==> src/hw/rtl/rgbaob_pkg.sv <==
// Package for the RGBA8 over-blend block: payload types and blend constants.
// No dependencies; imported by the interfaces, the top level and the checker.
package rgbaob_pkg;

  localparam int unsigned OpacityW = 17;
  localparam int unsigned WnumW    = 24;
  localparam int unsigned NumW     = 32;

  // Q1.16 opacity of one, and the threshold for the fully opaque copy
  localparam logic [OpacityW-1:0] OpacityOne = 17'd65536;
  localparam logic [OpacityW-1:0] OpaqueThr  = 17'd65471;

  // blend denominator 255 * 65536
  localparam logic [WnumW-1:0] BlendDen = 24'd16711680;

  localparam logic [7:0] ByteMax = 8'hFF;

  typedef struct packed {
    logic [7:0] fg_red;
    logic [7:0] fg_green;
    logic [7:0] fg_blue;
    logic [7:0] fg_alpha;
    logic [7:0] bg_red;
    logic [7:0] bg_green;
    logic [7:0] bg_blue;
    logic [7:0] bg_alpha;
    logic       last_pixel;
  } pix_t;

  typedef struct packed {
    logic [7:0] out_red;
    logic [7:0] out_green;
    logic [7:0] out_blue;
    logic [7:0] out_alpha;
    logic       out_last;
  } res_t;

endpackage

==> src/hw/rtl/rgbaob_pix_if.sv <==
// Valid/ready channel carrying one input pixel pair (foreground and background).
// Depends on rgbaob_pkg for the payload type.
interface rgbaob_pix_if;
  import rgbaob_pkg::*;

  logic valid;
  logic ready;
  pix_t data;

  modport source (output valid, output data, input ready);
  modport sink (input valid, input data, output ready);
endinterface

==> src/hw/rtl/rgbaob_res_if.sv <==
// Valid/ready channel carrying one blended result pixel.
// Depends on rgbaob_pkg for the payload type.
interface rgbaob_res_if;
  import rgbaob_pkg::*;

  logic valid;
  logic ready;
  res_t data;

  modport source (output valid, output data, input ready);
  modport sink (input valid, input data, output ready);
endinterface

==> src/hw/rtl/rgbaob_div255.sv <==
// Two-stage floor division of a 16-bit value by 255 (reciprocal plus one correction).
// Stand-alone datapath; valid bits are tracked by the instantiating module.
module rgbaob_div255 (
  input  logic        clk_i,
  input  logic        en_i,
  input  logic [15:0] q_i,
  output logic [8:0]  quot_o
);
  localparam logic [16:0] Base = 17'd255;

  logic [24:0] prod;
  logic [15:0] q_q;
  logic [8:0]  est_q;
  logic [16:0] t255;
  logic [16:0] rem;
  logic [8:0]  quot_d;
  logic [8:0]  quot_q;

  // estimate q*257/65536, never above the true quotient and at most one below
  assign prod = {1'b0, q_i, 8'b0} + {9'b0, q_i};

  always_ff @(posedge clk_i) begin
    if (en_i) begin
      q_q   <= q_i;
      est_q <= prod[24:16];
    end
  end

  assign t255   = {est_q, 8'b0} - {8'b0, est_q};
  assign rem    = {1'b0, q_q} - t255;
  assign quot_d = (rem >= Base) ? est_q + 9'd1 : est_q;

  always_ff @(posedge clk_i) begin
    if (en_i) begin
      quot_q <= quot_d;
    end
  end

  assign quot_o = quot_q;
endmodule

==> src/hw/rtl/rgba_alpha_blend_over_top.sv <==
// RGBA8 "over" blend with global layer opacity, five register stages deep.
// Depends on rgbaob_pkg, rgbaob_pix_if, rgbaob_res_if and rgbaob_div255.
//
// Usage:
//   pix_i  - valid/ready channel, one foreground/background pixel pair per item.
//   res_o  - valid/ready channel, one blended pixel per item, in input order.
//   cfg_we_i / cfg_wdata_i - write the Q1.16 global opacity (values above
//            65536 act as 65536). Write only while no item is in flight.
//
// Throughput: one item per clock while res_o does not stall. An accepted item
// passes the stages weight, products, divide estimate, divide correction and
// output register in that order before it shows on res_o. Stages advance
// together on one enable; when res_o holds a result that is not taken, the
// whole pipe holds and pix_i.ready drops, so nothing is lost or repeated. An
// output register sits between the pipe and the receiver, and the pipe keeps
// filling into empty slots as long as the output is free or being taken.
//
// Reset clears all valid bits and sets the opacity to fully opaque; payload
// registers are not reset.
module rgba_alpha_blend_over_top (
  input  logic                            clk_i,
  input  logic                            rst_ni,
  rgbaob_pix_if.sink                      pix_i,
  rgbaob_res_if.source                    res_o,
  input  logic                            cfg_we_i,
  input  logic [rgbaob_pkg::OpacityW-1:0] cfg_wdata_i
);
  import rgbaob_pkg::*;

  // fields that ride along to the output stage
  typedef struct packed {
    logic [7:0] fg_red;
    logic [7:0] fg_green;
    logic [7:0] fg_blue;
    logic [7:0] fg_alpha;
    logic       last;
    logic       byp;
  } side_t;

  function automatic logic [NumW-1:0] mix_num(input logic [7:0] f, input logic [7:0] b,
                                              input logic [WnumW-1:0] w);
    logic [NumW-1:0] pf;
    logic [NumW-1:0] pb;
    pf = NumW'(f) * NumW'(w);
    pb = NumW'(b) * NumW'(BlendDen - w);
    return pf + pb;
  endfunction

  function automatic logic [7:0] sat8(input logic [9:0] v);
    return (v > 10'(ByteMax)) ? ByteMax : v[7:0];
  endfunction

  logic                en;
  logic [4:0]          vld_q;
  logic [OpacityW-1:0] opac_q;

  // opacity register
  always_ff @(posedge clk_i or negedge rst_ni) begin
    if (!rst_ni) begin
      opac_q <= OpacityOne;
    end else if (cfg_we_i) begin
      opac_q <= cfg_wdata_i;
    end
  end

  // advance every stage when the output slot is empty or being taken
  assign en          = !vld_q[4] || res_o.ready;
  assign pix_i.ready = en;

  always_ff @(posedge clk_i or negedge rst_ni) begin
    if (!rst_ni) begin
      vld_q <= '0;
    end else if (en) begin
      vld_q <= {vld_q[3:0], pix_i.valid};
    end
  end

  // ---- stage 1: clamp opacity, weight numerator, alpha product ----
  logic [OpacityW-1:0] g_clamp;
  logic [WnumW-1:0]    wnum_full;
  logic [7:0]          inv_fa;
  logic                byp_d;
  logic [WnumW-1:0]    wnum_q;
  logic [15:0]         pa_q;
  logic [7:0]          bg_red_q, bg_green_q, bg_blue_q;
  side_t               side_q [1:4];

  // 255 * 65536 is the largest weight and still fits the weight width
  assign g_clamp   = (opac_q > OpacityOne) ? OpacityOne : opac_q;
  assign wnum_full = WnumW'(pix_i.data.fg_alpha) * WnumW'(g_clamp);
  assign inv_fa    = ByteMax - pix_i.data.fg_alpha;
  assign byp_d     = (g_clamp >= OpaqueThr) && (pix_i.data.fg_alpha == ByteMax);

  always_ff @(posedge clk_i) begin
    if (en) begin
      wnum_q     <= wnum_full;
      pa_q       <= 16'(pix_i.data.bg_alpha) * 16'(inv_fa);
      bg_red_q   <= pix_i.data.bg_red;
      bg_green_q <= pix_i.data.bg_green;
      bg_blue_q  <= pix_i.data.bg_blue;
      side_q[1]  <= '{fg_red:   pix_i.data.fg_red,
                      fg_green: pix_i.data.fg_green,
                      fg_blue:  pix_i.data.fg_blue,
                      fg_alpha: pix_i.data.fg_alpha,
                      last:     pix_i.data.last_pixel,
                      byp:      byp_d};
    end
  end

  // ---- stage 2: full blend numerators; drop the low 16 bits (floor by 65536) ----
  logic [NumW-1:0] num_r, num_g, num_b;
  logic [15:0]     hi_q [0:3];

  assign num_r = mix_num(side_q[1].fg_red,   bg_red_q,   wnum_q);
  assign num_g = mix_num(side_q[1].fg_green, bg_green_q, wnum_q);
  assign num_b = mix_num(side_q[1].fg_blue,  bg_blue_q,  wnum_q);

  always_ff @(posedge clk_i) begin
    if (en) begin
      hi_q[0]   <= num_r[NumW-1:16];
      hi_q[1]   <= num_g[NumW-1:16];
      hi_q[2]   <= num_b[NumW-1:16];
      hi_q[3]   <= pa_q;
      side_q[2] <= side_q[1];
    end
  end

  // ---- stages 3 and 4: divide by 255 ----
  logic [8:0] quot [0:3];

  for (genvar c = 0; c < 4; c++) begin : g_div
    rgbaob_div255 u_div (
      .clk_i  (clk_i),
      .en_i   (en),
      .q_i    (hi_q[c]),
      .quot_o (quot[c])
    );
  end

  always_ff @(posedge clk_i) begin
    if (en) begin
      side_q[3] <= side_q[2];
      side_q[4] <= side_q[3];
    end
  end

  // ---- stage 5: saturate, alpha add, opaque copy ----
  logic [9:0] alpha_sum;
  res_t       res_d;
  res_t       res_q;

  assign alpha_sum = {2'b0, side_q[4].fg_alpha} + {1'b0, quot[3]};

  always_comb begin
    if (side_q[4].byp) begin
      res_d.out_red   = side_q[4].fg_red;
      res_d.out_green = side_q[4].fg_green;
      res_d.out_blue  = side_q[4].fg_blue;
      res_d.out_alpha = side_q[4].fg_alpha;
    end else begin
      res_d.out_red   = sat8({1'b0, quot[0]});
      res_d.out_green = sat8({1'b0, quot[1]});
      res_d.out_blue  = sat8({1'b0, quot[2]});
      res_d.out_alpha = sat8(alpha_sum);
    end
    res_d.out_last = side_q[4].last;
  end

  always_ff @(posedge clk_i) begin
    if (en) begin
      res_q <= res_d;
    end
  end

  assign res_o.valid = vld_q[4];
  assign res_o.data  = res_q;
endmodule

==> src/flat_wrapper.sv <==
// flat-port wrapper written by rule: the top's interface ports become plain ports
module rgba_alpha_blend_over_top_flat import rgbaob_pkg::*;
  (clk_i, rst_ni, cfg_we_i, cfg_wdata_i, pix_i_valid, pix_i_data, pix_i_ready, res_o_valid, res_o_data, res_o_ready);
  rgbaob_pix_if pix_i_i ();
  rgbaob_res_if res_o_i ();
  input  logic clk_i;
  input  logic rst_ni;
  input  logic cfg_we_i;
  input  logic [rgbaob_pkg::OpacityW-1:0] cfg_wdata_i;
  input wire logic [$bits(pix_i_i.valid)-1:0] pix_i_valid;
  input wire logic [$bits(pix_i_i.data)-1:0] pix_i_data;
  output wire logic [$bits(pix_i_i.ready)-1:0] pix_i_ready;
  output wire logic [$bits(res_o_i.valid)-1:0] res_o_valid;
  output wire logic [$bits(res_o_i.data)-1:0] res_o_data;
  input wire logic [$bits(res_o_i.ready)-1:0] res_o_ready;
  assign pix_i_i.valid = pix_i_valid;
  assign pix_i_i.data = pix_i_data;
  assign pix_i_ready = pix_i_i.ready;
  assign res_o_valid = res_o_i.valid;
  assign res_o_data = res_o_i.data;
  assign res_o_i.ready = res_o_ready;
  rgba_alpha_blend_over_top u_core (.clk_i(clk_i), .rst_ni(rst_ni), .pix_i(pix_i_i), .res_o(res_o_i), .cfg_we_i(cfg_we_i), .cfg_wdata_i(cfg_wdata_i));
endmodule
==> config.mk <==
export PLATFORM = sky130hd
export DESIGN_NAME = rgba_alpha_blend_over_top_flat
export DESIGN_NICKNAME = d
export VERILOG_FILES = /design/src/hw/rtl/rgbaob_pkg.sv /design/src/hw/rtl/rgbaob_pix_if.sv /design/src/hw/rtl/rgbaob_res_if.sv /design/src/hw/rtl/rgbaob_div255.sv /design/src/hw/rtl/rgba_alpha_blend_over_top.sv /design/src/flat_wrapper.sv
export SDC_FILE = /design/constraint.sdc
export NUM_CORES = 2
export LEC_CHECK = 0
export BUFFER_PORTS_ARGS = -buffer_cell sky130_fd_sc_hd__buf_2
export CAP_MARGIN = 30
export CORE_ASPECT_RATIO = 1.1
export CORE_MARGIN = 5
export CORE_UTILIZATION = 40
export DETAILED_ROUTE_END_ITERATION = 7
export GPL_TIMING_DRIVEN = 1
export PLACE_DENSITY = 0.61
export SYNTH_ARGS = -nofsm -noshare
export SYNTH_HDL_FRONTEND = slang
export SYNTH_HIERARCHICAL = 1
export SYNTH_SLANG_ARGS = --single-unit
==> constraint.sdc <==
create_clock -name clk_i -period 19.43 [get_ports clk_i]
set_input_delay 1.943 -clock clk_i [delete_from_list [all_inputs] [get_ports clk_i]]
set_output_delay 1.943 -clock clk_i [all_outputs]
set_load 0.05 [all_outputs]
==> Word level (Yosys, flattened, before mapping) <==
Memory sizes are Yosys's and may differ from the RTL's.
Index checks and enable logic that the tools add are counted.
{ "totals": {"elab_cells": 82, "n_memories": 2, "ramBits": 200, "reg_bits": 255} }
{ "op_classes": {"muxes": 12, "addsub": 22, "n_eq_ne": 1, "n_reduce_logical": 3, "order_cmp": 10, "mul": 8} }
{ "mem_list": {"columns": ["memory", "depth", "width", "rd", "rd_clocked_by_memory_dff", "wr", "line_no", "rtl"], "rows": [
  ["u_core.side_q", 4, 34, 4, 0, 4, "rgba_alpha_blend_over_top.sv:86", "side_t side_q [1:4];"],
  ["u_core.hi_q", 4, 16, 4, 0, 4, "rgba_alpha_blend_over_top.sv:112", "logic [15:0] hi_q [0:3];"]
]} }
{ "op_table": {"columns": ["operator", "n"], "rows": [
  ["$add A24 B16 Y25", 4],
  ["$add A32 B32 Y32", 3],
  ["$mul A8 B24 Y32", 3],
  ["$mul A8 B32 Y32", 3],
  ["$ge A17 B8 Y1 const B", 4],
  ["$sub A16 B17 Y17", 4],
  ["$sub A17 B9 Y17", 4],
  ["$add A9 B1 Y9 const B", 4],
  ["$mux W9", 4],
  ["$mux W32", 1],
  ["$mux W8", 4],
  ["$gt A9 B8 Y1 const B", 3],
  ["$sub A24 B24 Y25 const A", 1],
  ["$mul A8 B17 Y24", 1],
  ["$ge A17 B16 Y1 const B", 1],
  ["$gt A17 B17 Y1 const B", 1],
  ["$mux W17", 1],
  ["$mul A8 B8 Y16", 1],
  ["$add A8 B9 Y10", 1],
  ["$gt A10 B8 Y1 const B", 1],
  ["$eq A8 B8 Y1 const B", 1],
  ["$sub A8 B8 Y8 const A", 1],
  ["$mux W1", 2],
  ["$logic_and A1 B1 Y1", 1],
  ["2 further kinds", 2]
]} }

==> Longest topological paths before layout <==
{ "depth": {"depth_word": 4, "ltp_mapped": 32} }

==> Cells and area by module <==
Netlist, hierarchy kept.
{ "modules_own_cells": {"columns": ["module", "cells_per_inst", "area_per_inst_um2", "n_inst", "seq_area_each_um2"], "rows": [
  ["rgba_alpha_blend_over_top", 5417, 52932.0, 1, 9470.3],
  ["rgbaob_div255", 338, 3281.9, 4, 1021.0]
]} }

==> Least setup slack after synthesis <==
Ideal clock, no wire load.
{ "synth_path": {"path_kind": "input -> output", "startpoint": "input port res_o_ready", "endpoint": "output port pix_i_ready", "arrival_time_ps": 14248, "path_buffers": 1, "path_stages": 2, "path_slack_ps": 3239, "required_ps": 17487, "path_cell_list": "nand2b_1 clkbuf_1"} }
{ "synth_between": {"elab_chain_cells": 1} }
{ "synth_rtl": {"columns": ["item", "line_no", "rtl"], "rows": [
  ["start, declared", "flat_wrapper.sv:15", "input wire logic [$bits(res_o_i.ready)-1:0] res_o_ready;"],
  ["$logic_or A1 B1 Y1", "rgba_alpha_blend_over_top.sv:67", "assign en = !vld_q[4] || res_o.ready;"],
  ["end, declared", "flat_wrapper.sv:12", "output wire logic [$bits(pix_i_i.ready)-1:0] pix_i_ready;"]
]} }
No other way between the ends.

==> impl_metrics.yaml <==
worst_setup_path:
  reg2reg_depth: 27
  crit_type: "flip-flop to flip-flop"
  crit_arrival_ns: 9.52
  crit_family: "adder cells"
  worst_path_max_delay_cell: "o211ai_1"
  start_kind: "flip-flop"
  crit_buf_inv: 5
  max_stage_delay_ns: 0.60
  cp-end-kind: "flip-flop"
  crit_start: "u_core/wnum_q[4]$_DFFE_PP_"
  r2r-end: "u_core/hi_q[0][15]$_DFFE_PP_"
  r2r_slack_ns: 10.33
  cp.required_ns: 19.85
  critical_path.max_fanout: 27
  rr_startpoint: "u_core/wnum_q[4]$_DFFE_PP_"
  crit_path_frequent_cell: "fa_1"
yosys:
  yosysWarnings: 6
  ys_types: 89
  synth-edff-count: 433
  ys_seq_elements: 455
  yosys_most_used_dff: "edfxtp_1"
  yosysSeqAreaShare_pct: 20.52
  synth_area_per_cell_sq_um: 9.759
  syn_nets: 8470
  yosys.cell_count.top_type: "inv_1"
  synth_area_sq_um: 66060
  yosys.area.top_type: "fa_1"
  synth_cells: 6769
  synth_common_cells: "inv_1 (1,521), fa_1 (1,146), nand2_1 (992)"
  synth-async-reset-ratio_pct: 4.835
  synth_area_leaders: "fa_1 (35%), edfxtp_1 (20%), ha_1 (8.9%), inv_1 (8.6%), nand2_1 (5.6%)"
  yosysTopAreaCellShare_pct: 34.73
clock_network:
  cts_root_buf: "clkbuf_16"
  worstSkewPairLatency_ns: 0.69
  ctsHoldBuffers: 0
  cts_setup_buffers: 0
  cts_resized: 0
  path_clk_slew_ns: 0.07
  cts_tree: "done"
  h-tree-depth: 2
  clockBufferDepth: 3
  numCtsBuffers: 56
  clock_sinks: 455
timing:
  hold_slack_ns: 0.4147
  hold_viol: 0
  fin_crit_sh_pct: 46.81
  relSlewSlack_pct: 24.73
  drv_slew: 0
  final.setup.tns_ns: 0
  finalCriticalPeriod_ns: 9.096
  rsz0062_at_grt: "no"
  max_freq_mhz: 109.9
  finalSetupViolCount: 0
  clock_skew_ns: 0.04614
  tightest_slew_ns: 1.127
floorplanning:
  fp-row-count: 156
  core_area_sq_um: 164300
  ios: 122
  die_h_um: 436.2
  die_x_um: 397.5
  start_util_pct: 40.20
  die_area_sq_um: 173400
grt:
  grt_pass1_vias: 49200
  grt_usage_pct: 18.69
  grt_max_degree: 75
  grt_first_pass_wirelength_um: 262600
  antenna_found_initial: 1
  overflow: 0
placement:
  place_congestion: 0.8560
  dp_hpwl_um: 121900
  place_area_sq_um: 69130
  port_buffers: 121
route:
  dr_total_vias: 45670
  postRouteAntennaNets: 0
  dr.first_iter.drc_count: 2933
  post-route-drc-count: 0
  firstDrtPassIters: 5
  avgRoutedWirePerCell_um: 17.55
  viasPerCell: 5.070
  totalWireLength_um: 158000
layout:
  finalInstanceArea_sq_um: 71120
  area_growth_pct: 7.663
  drive_above_1_share_pct: 6.977
  nets: 8449
hold_path:
  holdPathEnd: "u_core/side_q[0][77]$_DFFE_PP_"
  hp-class: "flip-flop to flip-flop"
  hp-start: "u_core/side_q[0][43]$_DFFE_PP_"
  hold_depth: 0
status:
  status: "complete, no violations"
flow_run:
  maxCapViolCount: 0
-- cells in the final DEF, fill, tap and decap left out, drive strengths merged, types with 84 or more instances in the layout --
cell type,Yosys,final
inv,1521,1525
fa,1146,1146
nand2,992,992
ha,468,468
edfxtp,433,433
and2,432,432
buf,78,227
nor2,160,160
xnor2,136,136
a21oi,122,122
o21ai,117,117
nor3,84,84
-- state kept, by name (all words and copies together), names as in the netlist --
name	count
u_core/pa_q	16
u_core/wnum_q	24
u_core/g_div.u_div/quot_o	36
u_core/vld_q	5
u_core/g_div.u_div/est_q	36
u_core/bg_blue_q	8
u_core/opac_q	17
u_core/g_div.u_div/q_q	64
u_core/bg_red_q	8
u_core/hi_q	64
u_core/res_o.data	33
u_core/side_q	136
u_core/bg_green_q	8
-- worst reg2reg max path: stages, from the launching register on --
cell and delay [ns]:
edfxtp_1 0.36, buf_4 0.26, or4_1 0.59, nor2_1 0.14
nand2_1 0.34, nor4_1 0.49, xnor2_2 0.25, buf_4 0.35
nand2_1 0.13, fa_1 0.52, inv_1 0.06, fa_1 0.55
fa_1 0.43, fa_1 0.48, fa_1 0.51, inv_1 0.05
fa_1 0.47, inv_1 0.04, ha_1 0.26, nand3_1 0.14
nor3_1 0.27, o211ai_1 0.13, o211ai_1 0.60, a31oi_1 0.34
o21ai_0 0.55, a21oi_1 0.15, a211o_1 0.30, xnor2_1 0.12
-- area by class of cell --
cell class	count	area [sq um]
Multi-Input combinational cell	4486	45600
Timing Repair Buffer	228	1657
Clock buffer	71	1498
Clock inverter	33	334.1
Sequential cell	455	13550
Antenna cell	1	2.502
Fill cell	15880	93230
Tap cell	2212	2768
Inverter	1521	5709
-- how the worst max path moves through the flow --
stage / slack [ns] / endpoint / cells after the start
6_report: 10.33 / u_core/hi_q[0][15]$_DFFE_PP_ / 27
5_1_grt: 9.76 / u_core/hi_q[0][15]$_DFFE_PP_ / 27
4_1_cts: 10.21 / u_core/hi_q[2][15]$_DFFE_PP_ / 26
3_5_place_dp: 10.22 / u_core/hi_q[2][15]$_DFFE_PP_ / 26
3_3_place_gp: 10.42 / u_core/hi_q[2][15]$_DFFE_PP_ / 26
2_1_floorplan: 3.24 / pix_i_ready / 2
-- cells by family after synthesis --
family          synth area share (%)
xor+xnor                       2.633
simple gates                   15.29
mux                           0.5682
compound gates                 6.724
flops                          20.52
fa+ha+maj                      43.59
buf+inv                        10.67
-- layer usage --
metal	GRT usage (%)	vias up	wire [um]
li1	-	20860	-
met1	25.65	23360	70100
met2	31.26	1207	75360
met3	2.463	240	8235
met4	5.084	2	4325
met5	0	-	13
-- metrics by stage --
step | setup WS, ns | instances | util, %
4_1_cts | 10.21 | 8999 | 43.18
3_3_place_gp | 10.42 | 8885 | 41.93
2_1_floorplan | 3.239 | 6769 | -
6_report | 10.33 | 9007 | 43.28
3_5_place_dp | 10.22 | 8895 | 42.06
5_1_grt | 9.755 | 9006 | 43.27
Power is not shown: default switching activity piles up to over one toggle a cycle in this logic, so the estimate is an artifact.
